## src/hdl/qpe_pkg.sv

```systemverilog
// ============================================================================
// QOI pixel encoder package
// Shared types and constants for the pixel encoder front end, the token
// queue and the byte serializer.
// ============================================================================
`default_nettype none

package qpe_pkg;

    // Default sizes of the color table and of the longest run.
    localparam int TABLE_ENTRIES_DEF = 64;
    localparam int MAX_RUN_DEF       = 62;

    // Token queue between the front end and the byte serializer.
    localparam int FIFO_DEPTH = 8;
    localparam int FIFO_CNT_W = $clog2(FIFO_DEPTH + 1);
    localparam int FIFO_PTR_W = $clog2(FIFO_DEPTH);

    // One pixel causes at most six stream bytes.
    localparam int MAX_BYTES = 6;
    localparam int CNT_W     = $clog2(MAX_BYTES + 1);

    // Configuration port.
    localparam int               CFG_IDX_W        = 8;
    localparam logic [CFG_IDX_W-1:0] REG_ALPHA_ENABLE = 8'd0;
    localparam logic [CFG_IDX_W-1:0] REG_TWOS_FIELDS  = 8'd1;

    // Code tags of the stream.
    localparam logic [1:0] TAG_INDEX = 2'b00;
    localparam logic [1:0] TAG_DIFF  = 2'b01;
    localparam logic [1:0] TAG_LUMA  = 2'b10;
    localparam logic [1:0] TAG_RUN   = 2'b11;
    localparam logic [7:0] TAG_RGB   = 8'hFE;
    localparam logic [7:0] TAG_RGBA  = 8'hFF;

    // Hash sum width and reciprocal shift for the table index.
    localparam int SUM_W       = 13;
    localparam int RECIP_SHIFT = 20;

    typedef struct packed {
        logic alpha_enable;
        logic twos_complement_fields;
    } t_cfg;

    typedef struct packed {
        logic [7:0] red;
        logic [7:0] green;
        logic [7:0] blue;
        logic [7:0] alpha;
        logic       end_of_image;
    } t_pixel;

    typedef struct packed {
        logic [MAX_BYTES-1:0][7:0] bytes;
        logic [CNT_W-1:0]          count;
    } t_token;

    typedef struct packed {
        logic   valid;
        t_token token;
    } t_token_push;

    typedef struct packed {
        logic [FIFO_CNT_W-1:0] count;
        logic                  empty;
    } t_fifo_status;

endpackage

`default_nettype wire

```

## src/hdl/qpe_front.sv

```systemverilog
// ============================================================================
// QOI pixel encoder front end
// Four-stage pipeline: hash sum, reciprocal quotient, table index and table
// read, then the code decision with state update. Emits one byte token per
// pixel that causes any bytes.
// ============================================================================
`default_nettype none

module qpe_front #(
    parameter int TABLE_ENTRIES = qpe_pkg::TABLE_ENTRIES_DEF,
    parameter int MAX_RUN       = qpe_pkg::MAX_RUN_DEF
) (
    input  wire                  i_clk,
    input  wire                  i_rst_n,
    input  wire                  i_valid,
    input  qpe_pkg::t_pixel      i_pixel,
    input  qpe_pkg::t_cfg        i_cfg,
    output qpe_pkg::t_token_push o_push,
    output logic [2:0]           o_inflight
);
    import qpe_pkg::*;

    localparam int HW       = $clog2(TABLE_ENTRIES);
    localparam int RECIP    = (2 ** RECIP_SHIFT + TABLE_ENTRIES - 1) / TABLE_ENTRIES;
    localparam int PROD_W   = SUM_W + RECIP_SHIFT + 1;
    localparam logic [5:0] RUN_LIMIT = 6'(MAX_RUN - 1);

    // Pipeline registers.
    logic             r_a_vld, r_b_vld, r_c_vld, r_d_vld;
    t_pixel           r_a_pix, r_b_pix, r_c_pix, r_d_pix;
    logic [SUM_W-1:0] r_a_sum, r_b_sum;
    logic [SUM_W-1:0] r_b_q;
    logic [HW-1:0]    r_c_h;
    logic [HW-1:0]    r_d_h;

    // Table storage, valid bits and write forwarding.
    logic [31:0]      r_mem [TABLE_ENTRIES];
    logic [31:0]      r_mem_q;
    logic [TABLE_ENTRIES-1:0] r_tbl_vld;
    logic             r_fwd;
    logic [31:0]      r_fwd_data;

    // Encoder state.
    logic [31:0] r_prev, n_prev;
    logic        r_run_act, n_run_act;
    logic [5:0]  r_run_cnt, n_run_cnt;

    logic [SUM_W-1:0]  c_sum;
    logic [PROD_W-1:0] c_prod;
    logic [SUM_W-1:0]  c_qn;
    logic [SUM_W-1:0]  c_rem;
    logic [HW-1:0]     c_h;

    // Hash sum of the incoming pixel.
    always_comb begin
        c_sum = SUM_W'(i_pixel.red) * SUM_W'(3) + SUM_W'(i_pixel.green) * SUM_W'(5)
              + SUM_W'(i_pixel.blue) * SUM_W'(7);
        if (i_cfg.alpha_enable) begin
            c_sum = c_sum + SUM_W'(i_pixel.alpha) * SUM_W'(11);
        end
    end

    // Quotient by multiplication with the reciprocal, exact over the sum range.
    assign c_prod = PROD_W'(r_a_sum) * PROD_W'(RECIP);

    // Remainder gives the table index.
    assign c_qn  = SUM_W'(r_b_q * SUM_W'(TABLE_ENTRIES));
    assign c_rem = r_b_sum - c_qn;
    assign c_h   = c_rem[HW-1:0];

    // Pipeline payload.
    always_ff @(posedge i_clk) begin
        r_a_pix <= i_pixel;
        r_a_sum <= c_sum;
        r_b_pix <= r_a_pix;
        r_b_sum <= r_a_sum;
        r_b_q   <= c_prod[RECIP_SHIFT +: SUM_W];
        r_c_pix <= r_b_pix;
        r_c_h   <= c_h;
        r_d_pix <= r_c_pix;
        r_d_h   <= r_c_h;
    end

    // Decision stage.
    logic [7:0]  pr, pg, pb, pa;
    logic [31:0] color;
    logic [31:0] td;
    logic        same, alpha_same, tbl_hit, diff_ok, luma_ok;
    logic signed [8:0] dr, dg, db;
    logic signed [9:0] cr, cb;
    logic        wr, clr;
    logic [31:0] wdata;
    logic [CNT_W-1:0] n;
    t_token      tok;
    logic [5:0]  cnt1;
    logic [1:0]  fr2, fg2, fb2;
    logic [5:0]  lg;
    logic [3:0]  lr, lb;

    always_comb begin
        pr = r_prev[7:0];
        pg = r_prev[15:8];
        pb = r_prev[23:16];
        pa = r_prev[31:24];
        color = {r_d_pix.alpha, r_d_pix.blue, r_d_pix.green, r_d_pix.red};
        // An entry not written since reset or the last pixel reads as zero.
        td = !r_tbl_vld[r_d_h] ? '0 : (r_fwd ? r_fwd_data : r_mem_q);
        same = i_cfg.alpha_enable ? (color == r_prev) : (color[23:0] == r_prev[23:0]);
        alpha_same = !i_cfg.alpha_enable || (r_d_pix.alpha == pa);
        dr = $signed({1'b0, r_d_pix.red})   - $signed({1'b0, pr});
        dg = $signed({1'b0, r_d_pix.green}) - $signed({1'b0, pg});
        db = $signed({1'b0, r_d_pix.blue})  - $signed({1'b0, pb});
        cr = $signed({dr[8], dr}) - $signed({dg[8], dg});
        cb = $signed({db[8], db}) - $signed({dg[8], dg});
        tbl_hit = i_cfg.alpha_enable ? (td == color) : (td[23:0] == color[23:0]);
        diff_ok = alpha_same && dr >= -9'sd2 && dr <= 9'sd1 && dg >= -9'sd2 &&
                  dg <= 9'sd1 && db >= -9'sd2 && db <= 9'sd1;
        luma_ok = alpha_same && dg >= -9'sd32 && dg <= 9'sd31 && cr >= -10'sd8 &&
                  cr <= 10'sd7 && cb >= -10'sd8 && cb <= 10'sd7;
        // Biased fields flip the top bit of each two's complement field.
        fr2 = i_cfg.twos_complement_fields ? dr[1:0] : {~dr[1], dr[0]};
        fg2 = i_cfg.twos_complement_fields ? dg[1:0] : {~dg[1], dg[0]};
        fb2 = i_cfg.twos_complement_fields ? db[1:0] : {~db[1], db[0]};
        lg  = i_cfg.twos_complement_fields ? dg[5:0] : {~dg[5], dg[4:0]};
        lr  = i_cfg.twos_complement_fields ? cr[3:0] : {~cr[3], cr[2:0]};
        lb  = i_cfg.twos_complement_fields ? cb[3:0] : {~cb[3], cb[2:0]};
        cnt1 = r_run_cnt + 6'd1;

        tok = '0;
        n = '0;
        n_prev = r_prev;
        n_run_act = r_run_act;
        n_run_cnt = r_run_cnt;
        wr = 1'b0;
        clr = 1'b0;
        wdata = i_cfg.alpha_enable ? color : {8'hFF, color[23:0]};

        if (r_d_vld) begin
            if (same) begin
                if (!r_run_act) begin
                    n_run_act = 1'b1;
                    n_run_cnt = '0;
                end else begin
                    n_run_cnt = cnt1;
                    if (cnt1 == RUN_LIMIT) begin
                        tok.bytes[n] = {TAG_RUN, cnt1};
                        n = n + 1'b1;
                        n_run_act = 1'b0;
                    end
                end
            end else begin
                // A color change closes any open run first.
                if (r_run_act) begin
                    tok.bytes[n] = {TAG_RUN, r_run_cnt};
                    n = n + 1'b1;
                    n_run_act = 1'b0;
                end
                if (diff_ok) begin
                    tok.bytes[n] = {TAG_DIFF, fr2, fg2, fb2};
                    n = n + 1'b1;
                end else if (tbl_hit) begin
                    tok.bytes[n] = {TAG_INDEX, 6'(r_d_h)};
                    n = n + 1'b1;
                end else if (luma_ok) begin
                    tok.bytes[n] = {TAG_LUMA, lg};
                    n = n + 1'b1;
                    tok.bytes[n] = {lr, lb};
                    n = n + 1'b1;
                end else begin
                    tok.bytes[n] = alpha_same ? TAG_RGB : TAG_RGBA;
                    n = n + 1'b1;
                    tok.bytes[n] = r_d_pix.red;
                    n = n + 1'b1;
                    tok.bytes[n] = r_d_pix.green;
                    n = n + 1'b1;
                    tok.bytes[n] = r_d_pix.blue;
                    n = n + 1'b1;
                    if (!alpha_same) begin
                        tok.bytes[n] = r_d_pix.alpha;
                        n = n + 1'b1;
                    end
                    wr = 1'b1;
                end
                n_prev = color;
            end
            // The last pixel flushes an open run and clears the state.
            if (r_d_pix.end_of_image) begin
                if (n_run_act) begin
                    tok.bytes[n] = {TAG_RUN, n_run_cnt};
                    n = n + 1'b1;
                end
                clr = 1'b1;
            end
        end
        tok.count = n;
    end

    assign o_push.valid = r_d_vld && (n != '0);
    assign o_push.token = tok;
    assign o_inflight = {2'b00, r_a_vld} + {2'b00, r_b_vld} + {2'b00, r_c_vld}
                      + {2'b00, r_d_vld};

    // Control state and table valid bits.
    always_ff @(posedge i_clk) begin
        if (!i_rst_n) begin
            r_a_vld   <= 1'b0;
            r_b_vld   <= 1'b0;
            r_c_vld   <= 1'b0;
            r_d_vld   <= 1'b0;
            r_prev    <= '0;
            r_run_act <= 1'b0;
            r_run_cnt <= '0;
            r_tbl_vld <= '0;
            r_fwd     <= 1'b0;
        end else begin
            r_a_vld <= i_valid;
            r_b_vld <= r_a_vld;
            r_c_vld <= r_b_vld;
            r_d_vld <= r_c_vld;
            r_fwd   <= wr && (r_d_h == r_c_h);
            if (clr) begin
                r_prev    <= '0;
                r_run_act <= 1'b0;
                r_run_cnt <= '0;
                r_tbl_vld <= '0;
            end else begin
                r_prev    <= n_prev;
                r_run_act <= n_run_act;
                r_run_cnt <= n_run_cnt;
                if (wr) begin
                    r_tbl_vld[r_d_h] <= 1'b1;
                end
            end
        end
    end

    // Color table memory with registered read.
    always_ff @(posedge i_clk) begin
        if (wr) begin
            r_mem[r_d_h] <= wdata;
        end
        r_mem_q    <= r_mem[r_c_h];
        r_fwd_data <= wdata;
    end

endmodule

`default_nettype wire

```

## src/hdl/qpe_token_fifo.sv

```systemverilog
// ============================================================================
// QOI pixel encoder token queue
// Short queue of byte tokens between the front end and the serializer.
// ============================================================================
`default_nettype none

module qpe_token_fifo (
    input  wire                  i_clk,
    input  wire                  i_rst_n,
    input  qpe_pkg::t_token_push i_push,
    input  wire                  i_pop,
    output qpe_pkg::t_token      o_head,
    output qpe_pkg::t_fifo_status o_status
);
    import qpe_pkg::*;

    t_token                r_mem [FIFO_DEPTH];
    logic [FIFO_PTR_W-1:0] r_wr_ptr, r_rd_ptr;
    logic [FIFO_CNT_W-1:0] r_count;
    logic                  do_pop;

    assign do_pop = i_pop && (r_count != '0);
    assign o_head = r_mem[r_rd_ptr];
    assign o_status.count = r_count;
    assign o_status.empty = (r_count == '0);

    // Pointers and fill count.
    always_ff @(posedge i_clk) begin
        if (!i_rst_n) begin
            r_wr_ptr <= '0;
            r_rd_ptr <= '0;
            r_count  <= '0;
        end else begin
            if (i_push.valid) begin
                r_wr_ptr <= r_wr_ptr + 1'b1;
            end
            if (do_pop) begin
                r_rd_ptr <= r_rd_ptr + 1'b1;
            end
            r_count <= r_count + FIFO_CNT_W'(i_push.valid) - FIFO_CNT_W'(do_pop);
        end
    end

    // Token storage.
    always_ff @(posedge i_clk) begin
        if (i_push.valid) begin
            r_mem[r_wr_ptr] <= i_push.token;
        end
    end

endmodule

`default_nettype wire

```

## src/hdl/qpe_back.sv

```systemverilog
// ============================================================================
// QOI pixel encoder byte serializer
// Takes tokens from the queue and hands out their bytes one at a time.
// ============================================================================
`default_nettype none

module qpe_back (
    input  wire                   i_clk,
    input  wire                   i_rst_n,
    input  qpe_pkg::t_token       i_head,
    input  qpe_pkg::t_fifo_status i_status,
    output logic                  o_fifo_pop,
    output logic                  o_empty,
    input  wire                   i_pop,
    output logic [7:0]            o_code_byte,
    output logic                  o_last_of_item
);
    import qpe_pkg::*;

    t_token           r_cur;
    logic [CNT_W-1:0] r_idx;
    logic             r_busy;
    logic             last, take, load;

    assign last = (r_idx == r_cur.count - 1'b1);
    assign take = r_busy && i_pop;
    assign load = !i_status.empty && (!r_busy || (take && last));

    assign o_fifo_pop     = load;
    assign o_empty        = !r_busy;
    assign o_code_byte    = r_cur.bytes[r_idx];
    assign o_last_of_item = last;

    // Byte index and busy flag.
    always_ff @(posedge i_clk) begin
        if (!i_rst_n) begin
            r_busy <= 1'b0;
            r_idx  <= '0;
        end else if (load) begin
            r_busy <= 1'b1;
            r_idx  <= '0;
        end else if (take) begin
            if (last) begin
                r_busy <= 1'b0;
            end else begin
                r_idx <= r_idx + 1'b1;
            end
        end
    end

    // Current token.
    always_ff @(posedge i_clk) begin
        if (load) begin
            r_cur <= i_head;
        end
    end

endmodule

`default_nettype wire

```

## src/hdl/qoi_pixel_encoder_unit.sv

```systemverilog
// ============================================================================
// QOI pixel encoder
// Codes one pixel per item into QOI-style stream bytes.
// ============================================================================
// A pixel is accepted in every cycle in which full is low; full rises only
// when the token queue plus the four pipeline stages could not hold another
// pixel. Each pixel causes zero to six bytes and the serializer hands out
// one byte per cycle while i_pop is high; pixels that extend a run cause no
// byte short of the run limit, so the sustained rate is one pixel per cycle
// while the average code length stays at or below one byte. The color table
// needs no clearing pass after reset or after the last pixel of an image.
`default_nettype none

module qoi_pixel_encoder_unit #(
    parameter int TABLE_ENTRIES = qpe_pkg::TABLE_ENTRIES_DEF,
    parameter int MAX_RUN       = qpe_pkg::MAX_RUN_DEF
) (
    input  wire                           i_clk,
    input  wire                           i_rst_n,
    input  wire                           i_push,
    output logic                          o_full,
    input  wire  [7:0]                    i_red,
    input  wire  [7:0]                    i_green,
    input  wire  [7:0]                    i_blue,
    input  wire  [7:0]                    i_alpha,
    input  wire                           i_end_of_image,
    output logic                          o_empty,
    input  wire                           i_pop,
    output logic [7:0]                    o_code_byte,
    output logic                          o_last_of_item,
    input  wire                           i_cfg_valid,
    output logic                          o_cfg_ready,
    input  wire  [qpe_pkg::CFG_IDX_W-1:0] i_cfg_index,
    input  wire                           i_cfg_data
);
    import qpe_pkg::*;

    t_cfg         r_cfg;
    t_pixel       pixel;
    t_token_push  push;
    t_token       head;
    t_fifo_status status;
    logic [2:0]   inflight;
    logic         fifo_pop;
    logic [FIFO_CNT_W:0] occupancy;

    // Configuration registers.
    assign o_cfg_ready = 1'b1;
    always_ff @(posedge i_clk) begin
        if (!i_rst_n) begin
            r_cfg <= '0;
        end else if (i_cfg_valid) begin
            case (i_cfg_index)
                REG_ALPHA_ENABLE: r_cfg.alpha_enable <= i_cfg_data;
                REG_TWOS_FIELDS:  r_cfg.twos_complement_fields <= i_cfg_data;
                default: ;
            endcase
        end
    end

    // Input is held off while queued and in-flight tokens could fill the queue.
    assign occupancy = {1'b0, status.count} + (FIFO_CNT_W + 1)'(inflight);
    assign o_full    = (occupancy >= (FIFO_CNT_W + 1)'(FIFO_DEPTH));

    assign pixel = '{red: i_red, green: i_green, blue: i_blue, alpha: i_alpha,
                     end_of_image: i_end_of_image};

    qpe_front #(
        .TABLE_ENTRIES (TABLE_ENTRIES),
        .MAX_RUN       (MAX_RUN)
    ) u_front (
        .i_clk      (i_clk),
        .i_rst_n    (i_rst_n),
        .i_valid    (i_push && !o_full),
        .i_pixel    (pixel),
        .i_cfg      (r_cfg),
        .o_push     (push),
        .o_inflight (inflight)
    );

    qpe_token_fifo u_fifo (
        .i_clk    (i_clk),
        .i_rst_n  (i_rst_n),
        .i_push   (push),
        .i_pop    (fifo_pop),
        .o_head   (head),
        .o_status (status)
    );

    qpe_back u_back (
        .i_clk          (i_clk),
        .i_rst_n        (i_rst_n),
        .i_head         (head),
        .i_status       (status),
        .o_fifo_pop     (fifo_pop),
        .o_empty        (o_empty),
        .i_pop          (i_pop),
        .o_code_byte    (o_code_byte),
        .o_last_of_item (o_last_of_item)
    );

endmodule

`default_nettype wire

```

## config.mk

```make
export PLATFORM = sky130hd
export DESIGN_NAME = qoi_pixel_encoder_unit
export DESIGN_NICKNAME = d
export VERILOG_FILES = /design/src/hdl/qpe_pkg.sv /design/src/hdl/qpe_front.sv /design/src/hdl/qpe_token_fifo.sv /design/src/hdl/qpe_back.sv /design/src/hdl/qoi_pixel_encoder_unit.sv
export SDC_FILE = /design/constraint.sdc
export NUM_CORES = 2
export LEC_CHECK = 0
export BUFFER_PORTS_ARGS = -buffer_cell sky130_fd_sc_hd__buf_2
export CAP_MARGIN = 20
export CORE_ASPECT_RATIO = 1.75
export CORE_MARGIN = 2
export CORE_UTILIZATION = 45
export DETAILED_ROUTE_END_ITERATION = 8
export PLACE_DENSITY = 0.62
export SYNTH_ARGS = -nofsm -noshare
export SYNTH_HDL_FRONTEND = slang
export SYNTH_SLANG_ARGS = --single-unit
```

## constraint.sdc

```tcl
create_clock -name i_clk -period 18.36 [get_ports i_clk]
set_clock_uncertainty 0.15 [all_clocks]
set_input_delay 3.672 -clock i_clk [delete_from_list [all_inputs] [get_ports i_clk]]
set_output_delay 3.672 -clock i_clk [all_outputs]
set_load 0.02 [all_outputs]
```

; After elaboration in Yosys (flattened, before gate mapping)
; Memory sizes are Yosys's and may differ from the RTL's. A register that Yosys moved wholly into a read port is not among the register bits.
; Cells that the tools add are included.
[totals]
reg_bits = 312
ram_bits = 2456
wordCells = 257
memories = 2
[memory_table]
columns = name, depth, width, read_ports, rd_clocked_by_memory_dff, wr, line
row1 = u_front.r_mem, 64, 32, 1, 1, 1, qpe_front.sv:37  ; logic [31:0] r_mem [TABLE_ENTRIES];
row2 = u_fifo.r_mem, 8, 51, 1, 1, 1, qpe_token_fifo.sv:17  ; t_token r_mem [FIFO_DEPTH];
[classes]
add_sub_neg = 26
mul = 4
n_lt_le_gt_ge = 28
n_eq_ne = 9
mux = 92
bitwise_logic = 10
n_reduce_logical = 45
[ops]
columns = op, n
row1 = 48-bit bitwise mux, 10
row2 = 48-bit 2-to-1 mux, 7
row3 = 8-bit demux with 3-bit select, 6
row4 = 8-bit 2-to-1 mux, 14
row5 = 32-bit 2-to-1 mux, 3
row6 = 40-bit 2-to-1 mux, 2
row7 = 32-bit equality test, 2
row8 = 64-bit bitwise OR, 1
row9 = 24-bit equality test, 2
row10 = 3-bit 2-to-1 mux, 12
row11 = 6-bit 2-to-1 mux, 5
row12 = "3-bit by 4-bit less-than comparator with 1-bit output, second input constant", 7
row13 = "3-bit by 1-bit adder with 3-bit output, second input constant", 9
row14 = "9-bit by 2-bit greater-or-equal comparator with 1-bit output, second input constant", 3
row15 = "9-bit by 2-bit <= comparator with 1-bit output, second input constant", 3
row16 = 8-bit by 8-bit subtractor with 9-bit output, 3
row17 = 1-bit logical AND, 26
row18 = 1-bit 2-to-1 mux, 25
row19 = 8-bit binary-select mux with 3-bit select, 1
row20 = "10-bit by 4-bit greater-or-equal comparator with 1-bit output, second input constant", 2
row21 = "10-bit by 4-bit <= comparator with 1-bit output, second input constant", 2
row22 = 9-bit by 9-bit subtractor with 10-bit output, 2
row23 = 6-bit adder, 3
row24 = "3-bit by 1-bit greater-or-equal comparator with 1-bit output, second input constant", 6
row25 = other kinds (35), 58

; Logic depth before layout (Yosys ltp)
[logic_depth]
word_depth = 23
ltp_mapped = 23

; Modules after synthesis
; A second synthesis with hierarchy kept.
[hier_totals]
hier_cells = 5378
area_unflattened_um2 = 111091.5
[modules_own_cells]
columns = module, instances, cells_per_inst, area_per_inst_um2
row1 = qpe_front, 1, 4571, 92662.6
row2 = qpe_token_fifo, 1, 660, 15956.6
row3 = qpe_back, 1, 120, 2249.7
row4 = qoi_pixel_encoder_unit, 1, 27, 222.7

; Worst setup path before layout
; Ideal clock, no wire load.
[synth_timing]
path_type = in2reg
from = input port i_pop
to = register u_fifo.r_count[2]
arrival_ps = 8017
path_slack_ps = 10078
path_stages = 9
n_path_buf = 0
cell_sequence = nand2_1 > a21oi_1 > ha_1 > inv_1 > ha_1 > inv_1 > fa_1 > xnor2_1 > and2_1
[synth_via]
elab_chain_cells = 6
[synth_lines]
columns = element, line
row1 = from (decl), qoi_pixel_encoder_unit.sv:28  ; input wire i_pop,
row2 = 1-bit logical AND, qpe_back.sv:26  ; assign take = r_busy && i_pop;
row3 = 1-bit logical AND, qpe_back.sv:27  ; assign load = !i_status.empty && (!r_busy || (take && last));
row4 = 1-bit logical OR, qpe_back.sv:27
row5 = 1-bit logical AND, qpe_back.sv:27
row6 = named net fifo_pop, qoi_pixel_encoder_unit.sv:44  ; logic fifo_pop;
row7 = 1-bit logical AND, qpe_token_fifo.sv:22  ; assign do_pop = i_pop && (r_count != '0);
row8 = 4-bit by 1-bit subtractor with 4-bit output, qpe_token_fifo.sv:40  ; r_count <= r_count + FIFO_CNT_W'(i_push.valid) - FIFO_CNT_W'(do_pop);
row9 = to (signal assigned), qpe_token_fifo.sv:40
row10 = to (decl), qpe_token_fifo.sv:19  ; logic [FIFO_CNT_W-1:0] r_count;
; The timed path passes the listed nets, and every way through them passes these cells.
; A chain may end at the register's enable or synchronous reset.

; Worst setup path after layout
[layout_timing]
from = register u_front.r_d_pix, in the netlist u_front.color[16]
to = memory u_front.r_mem[110][15] (netlist: u_front.r_mem[55][15]), enable pin
[layout_via]
elab_chain_cells = 12
[layout_lines]
columns = element, line
row1 = from (decl), qpe_front.sv:30  ; t_pixel r_a_pix, r_b_pix, r_c_pix, r_d_pix;
row2 = from (signal assigned), qpe_front.sv:80  ; r_d_pix <= r_c_pix;
row3 = 8-bit by 8-bit subtractor with 9-bit output, qpe_front.sv:112  ; db = $signed({1'b0, r_d_pix.blue}) - $signed({1'b0, pb});
row4 = 9-bit by 9-bit subtractor with 10-bit output, qpe_front.sv:114  ; cb = $signed({db[8], db}) - $signed({dg[8], dg});
row5 = 10-bit by 4-bit greater-or-equal comparator with 1-bit output, qpe_front.sv:119  ; cr <= 10'sd7 && cb >= -10'sd8 && cb <= 10'sd7;
row6 = 1-bit logical AND (2 in a row), qpe_front.sv:119
row7 = 1-bit 2-to-1 mux, qpe_front.sv:164  ; end else if (luma_ok) begin
row8 = 1-bit 2-to-1 mux, qpe_front.sv:161  ; end else if (tbl_hit) begin
row9 = 1-bit 2-to-1 mux, qpe_front.sv:158  ; if (diff_ok) begin
row10 = 1-bit 2-to-1 mux *, qpe_front.sv:139  ; if (same) begin
row11 = 1-bit 2-to-1 mux *, qpe_front.sv:138  ; if (r_d_vld) begin
row12 = 1-bit 2-to-1 mux *, qpe_front.sv:239  ; if (wr) begin
row13 = 1-bit 2-to-1 mux (implied by the code) *, qpe_front.sv:240  ; r_mem[r_d_h] <= wdata;
row14 = to (decl), qpe_front.sv:37
; Mark *: on every way between the ends. The rest lies on a longest branch, timed or not.

==> results.txt <==
Status: finished clean
Crit-path leading delay family: buffers and inverters
Vias/cell: 5.94
Peak supply drop: 0.124 mV
Synth Flop Type: edfxtp_1
Num Clock Sinks: 2851
Launching point of the worst reg2reg path: u_front.color[16]
Largest net degree at the start of global routing: 101
Initial detailed-routing violation count: 5394
Post-route cell area: 124000 µm²
Max Cap Violations: 0
Static Leak: 41.1 nW
Crit path DAT: 9.02 ns
Root Buffer: clkbuf_16
Yosys cell types: 80
Post-synthesis mux area share: 17.3%
Post-Syn Instances: 5369
Final std cells w/o fill: 9060
Synth area leader: edfxtp_1
Largest family of logic cells by synthesized area: multiplexers
Gr ovfl total: 0
CTS tree: built
Drt drc: 0
FF+latch count, synth: 2851
I/O Buffers: 57
Clock-pin transition on the worst setup and hold timing paths: 0.07 ns
Number of gates resized after CTS: 0
Slew margin rel.: 15.5%
DR vias: 53800
Post-synthesis compound-gate area fraction: 2.30%
Final Hold Viols: 0
Mapped Area: 111000 µm²
Area fraction of the dominant cell type after synthesis: 67.9%
Antenna viol nets, final: 0
Top-count cell post-synth: edfxtp_1
Cell at the slowest stage of the critical path: buf_4
Slew at the pin closest to its max-slew limit: 1.27 ns
First-pass GRT wire length: 405000 µm
Avg Cell Area, Syn: 20.7 µm²
Worst R2R Path Depth: 21
Die height: 661 µm
Largest stage delay, worst path: 0.93 ns
Async S/R FF share, synth: 0%
Vias in the first global route: 56200
H-tree levels: 4
CTS max path bufs: 4
Number of CTS-inserted buffers: 247
Setup TNS: 0 ns
Area share of and/or/nand/nor cells after synthesis: 2.56%
Commonest cells in the netlist: 2507 x edfxtp_1, 778 x mux4_2, 344 x dfxtp_1, 212 x nand2_1, 207 x clkbuf_1
Site Rows: 241
R2R Setup Slk: 9.70 ns
PwrDens: 125 nW/µm²
Synth Area in XOR/XNOR: 0.805%
# IOs: 59
CP Launch Type: register
CP Cell Sequence: buf_4, inv_1, ha_1, inv_1, fa_1, xor2_1, ha_1, nor2b_1, o21a_1, o21ai_0, nand4_1, a311oi_1, o211ai_1, nor4_1, o221ai_2, buf_4, nand2_4, buf_4, buf_4, nor3_2, buf_4
Area contributors post-synth: edfxtp_1 68%, mux4_2 16%, dfxtp_1 6.2%
CP Depth: 21
Syn nets: 5524
Post-synthesis sequential area ratio: 74.1%
Post-CTS Setup Bufs: 0
DIE AREA: 251000 µm²
DP Wirelength: 170000 µm
Fmax: 115 MHz
Layout fillers: 19400
Setup Crit Path Kind: register to register
Total GRT Usage: 22.7%
Synth Warn #: 0
Worst skew pair latency: 0.91 ns
Crit. End Element: register
First-pass iteration count of the detailed router: 5
Placer Congestion: 0.894
Adder-Cell Fraction of Synth Area: 1.42%
Critical path buffers and inverters: 7
Fin nets: 5731
Share of cells above drive strength 1: 28.2%
Hold buffers post-CTS: 0
Routed len/inst: 31.4 µm
FF-to-FF End: u_front.r_mem[55][15]
Crit path to: u_front.r_mem[55][15]
WP data required: 18.72 ns
Worst Setup SP: u_front.color[16]
Initial antenna violation count: 10
Dpl cells: 8600
Hold Path Class: register to register
Placed Area: 116000 µm²
Crit path max fanout: 78
Overall Power: 0.0155 W
CORE AREA: 246000 µm²
Final-report max-slew violation count: 0
CP dominant cell by count: buf_4
Fin crit share: 47.2%
Minimum clock period: 8.66 ns
Area Growth Syn to Fin: 12.1%
RSZ-0062 raised after global routing: false
Final wirelength: 284000 µm
Initial Util: 45.1%
Number of synthesized flops with an enable pin: 2507
Final setup viols: 0
Die Width: 379 µm
## final cells by class
cell class	count	area (µm²)	area share, %
Tap cell	3280	4100	3.30
Clock inverter	145	1450	1.16
Sequential cell	2851	82200	66.1
Antenna cell	4	10.0	0.00805
Inverter	112	420	0.338
Clock buffer	304	6580	5.29
Multi-Input combinational cell	2098	27600	22.2
Timing Repair Buffer	266	2020	1.63
## sequential cells by signal, indices dropped and copies added, names as in the netlist, 32 cells and up
signal / flops
u_front.color: 32
u_front.r_c_pix: 33
u_front.r_mem_q: 32
u_front.r_fwd_data: 32
u_front.r_mem: 2048
u_front.r_prev: 32
u_fifo.r_mem: 408
u_front.r_b_pix: 33
u_back.r_cur: 51
u_front.r_a_pix: 33
u_front.r_tbl_vld: 64
## cells by family (layout without fill, tap and decap cells)
group,count (synthesis),after routing
DFF,2851,2851
muxes,939,939
and+or+nand+nor,576,576
buffers and inverters,420,827
AOI/OAI and AO/OA,371,371
adders and majority gates,109,109
xor gates and xnor gates,102,102
other,1,5
## layer usage
metal | wire length (µm) | track usage [%]
met3 | 13200 | 2.64
met4 | 15000 | 10.7
met5 | 13 | 0
met2 | 155000 | 41.8
met1 | 101000 | 26.1
## worst min-delay path by stage
stage,from,to,depth (start not counted)
final,u_front.r_c_pix[2],u_front.color[25],0
after global routing,u_front.r_b_sum[3],u_front.r_c_h[3],0
after CTS,u_front.r_b_sum[3],u_front.r_c_h[3],0
after detailed placement,u_front.r_b_sum[0],u_front.r_c_h[0],0
after global placement,u_front.r_a_pix[23],u_front.r_b_pix[23],0
after floorplan,u_front.r_c_pix[25],u_front.color[0],0
## stage by stage
| stage | hold WS (ns) | setup WS [ns] | util, % |
|---|---|---|---|
| after floorplan | 0.160 | 10.08 | - |
| after global placement | 0.160 | 9.84 | 47.2 |
| after detailed placement | 0.162 | 9.94 | 47.3 |
| after CTS | 0.177 | 10.04 | 50.5 |
| after global routing | 0.169 | 9.42 | 50.6 |
| final | 0.175 | 9.70 | 50.6 |
## power by group
| part | leakage [nW] | internal [W] | switching [W] | total [W] |
|---|---|---|---|---|
| sequential | 27.4 | 0.00720 | 0.000222 | 0.00742 |
| clock | 3.93 | 0.00291 | 0.00234 | 0.00525 |
| combinational | 9.78 | 0.00126 | 0.00158 | 0.00284 |
| total | 41.1 | 0.0114 | 0.00414 | 0.0155 |
## cell usage in the layout, fill, tap and decap left out, types with 13 or more instances in the layout
cell type | synthesis | layout
and3_1 | 16 | 16
clkbuf_16 | 0 | 250
nor2_1 | 77 | 73
edfxtp_1 | 2507 | 2507
dfxtp_2 | 0 | 27
clkbuf_1 | 207 | 42
o21ai_0 | 51 | 50
dfxtp_1 | 344 | 309
nand2b_1 | 24 | 16
xor2_1 | 34 | 34
a31oi_1 | 17 | 17
o32ai_1 | 16 | 16
nand2_1 | 212 | 210
buf_2 | 18 | 57
a21oi_1 | 103 | 102
clkinv_2 | 0 | 41
fa_1 | 29 | 29
bufinv_16 | 0 | 26
clkinv_1 | 2 | 47
nor2b_1 | 18 | 18
nor3_2 | 0 | 68
xnor2_1 | 68 | 68
nand4_1 | 20 | 20
o22ai_1 | 14 | 14
nand3_1 | 23 | 23
nor4b_1 | 13 | 13
o41ai_1 | 64 | 64
buf_4 | 7 | 194
mux2_2 | 90 | 90
inv_1 | 109 | 110
mux4_2 | 778 | 778
nor3_1 | 90 | 22
ha_1 | 79 | 79
and2_1 | 23 | 22
mux2i_1 | 71 | 71
Note: power is estimated with default switching activity, not from simulation.
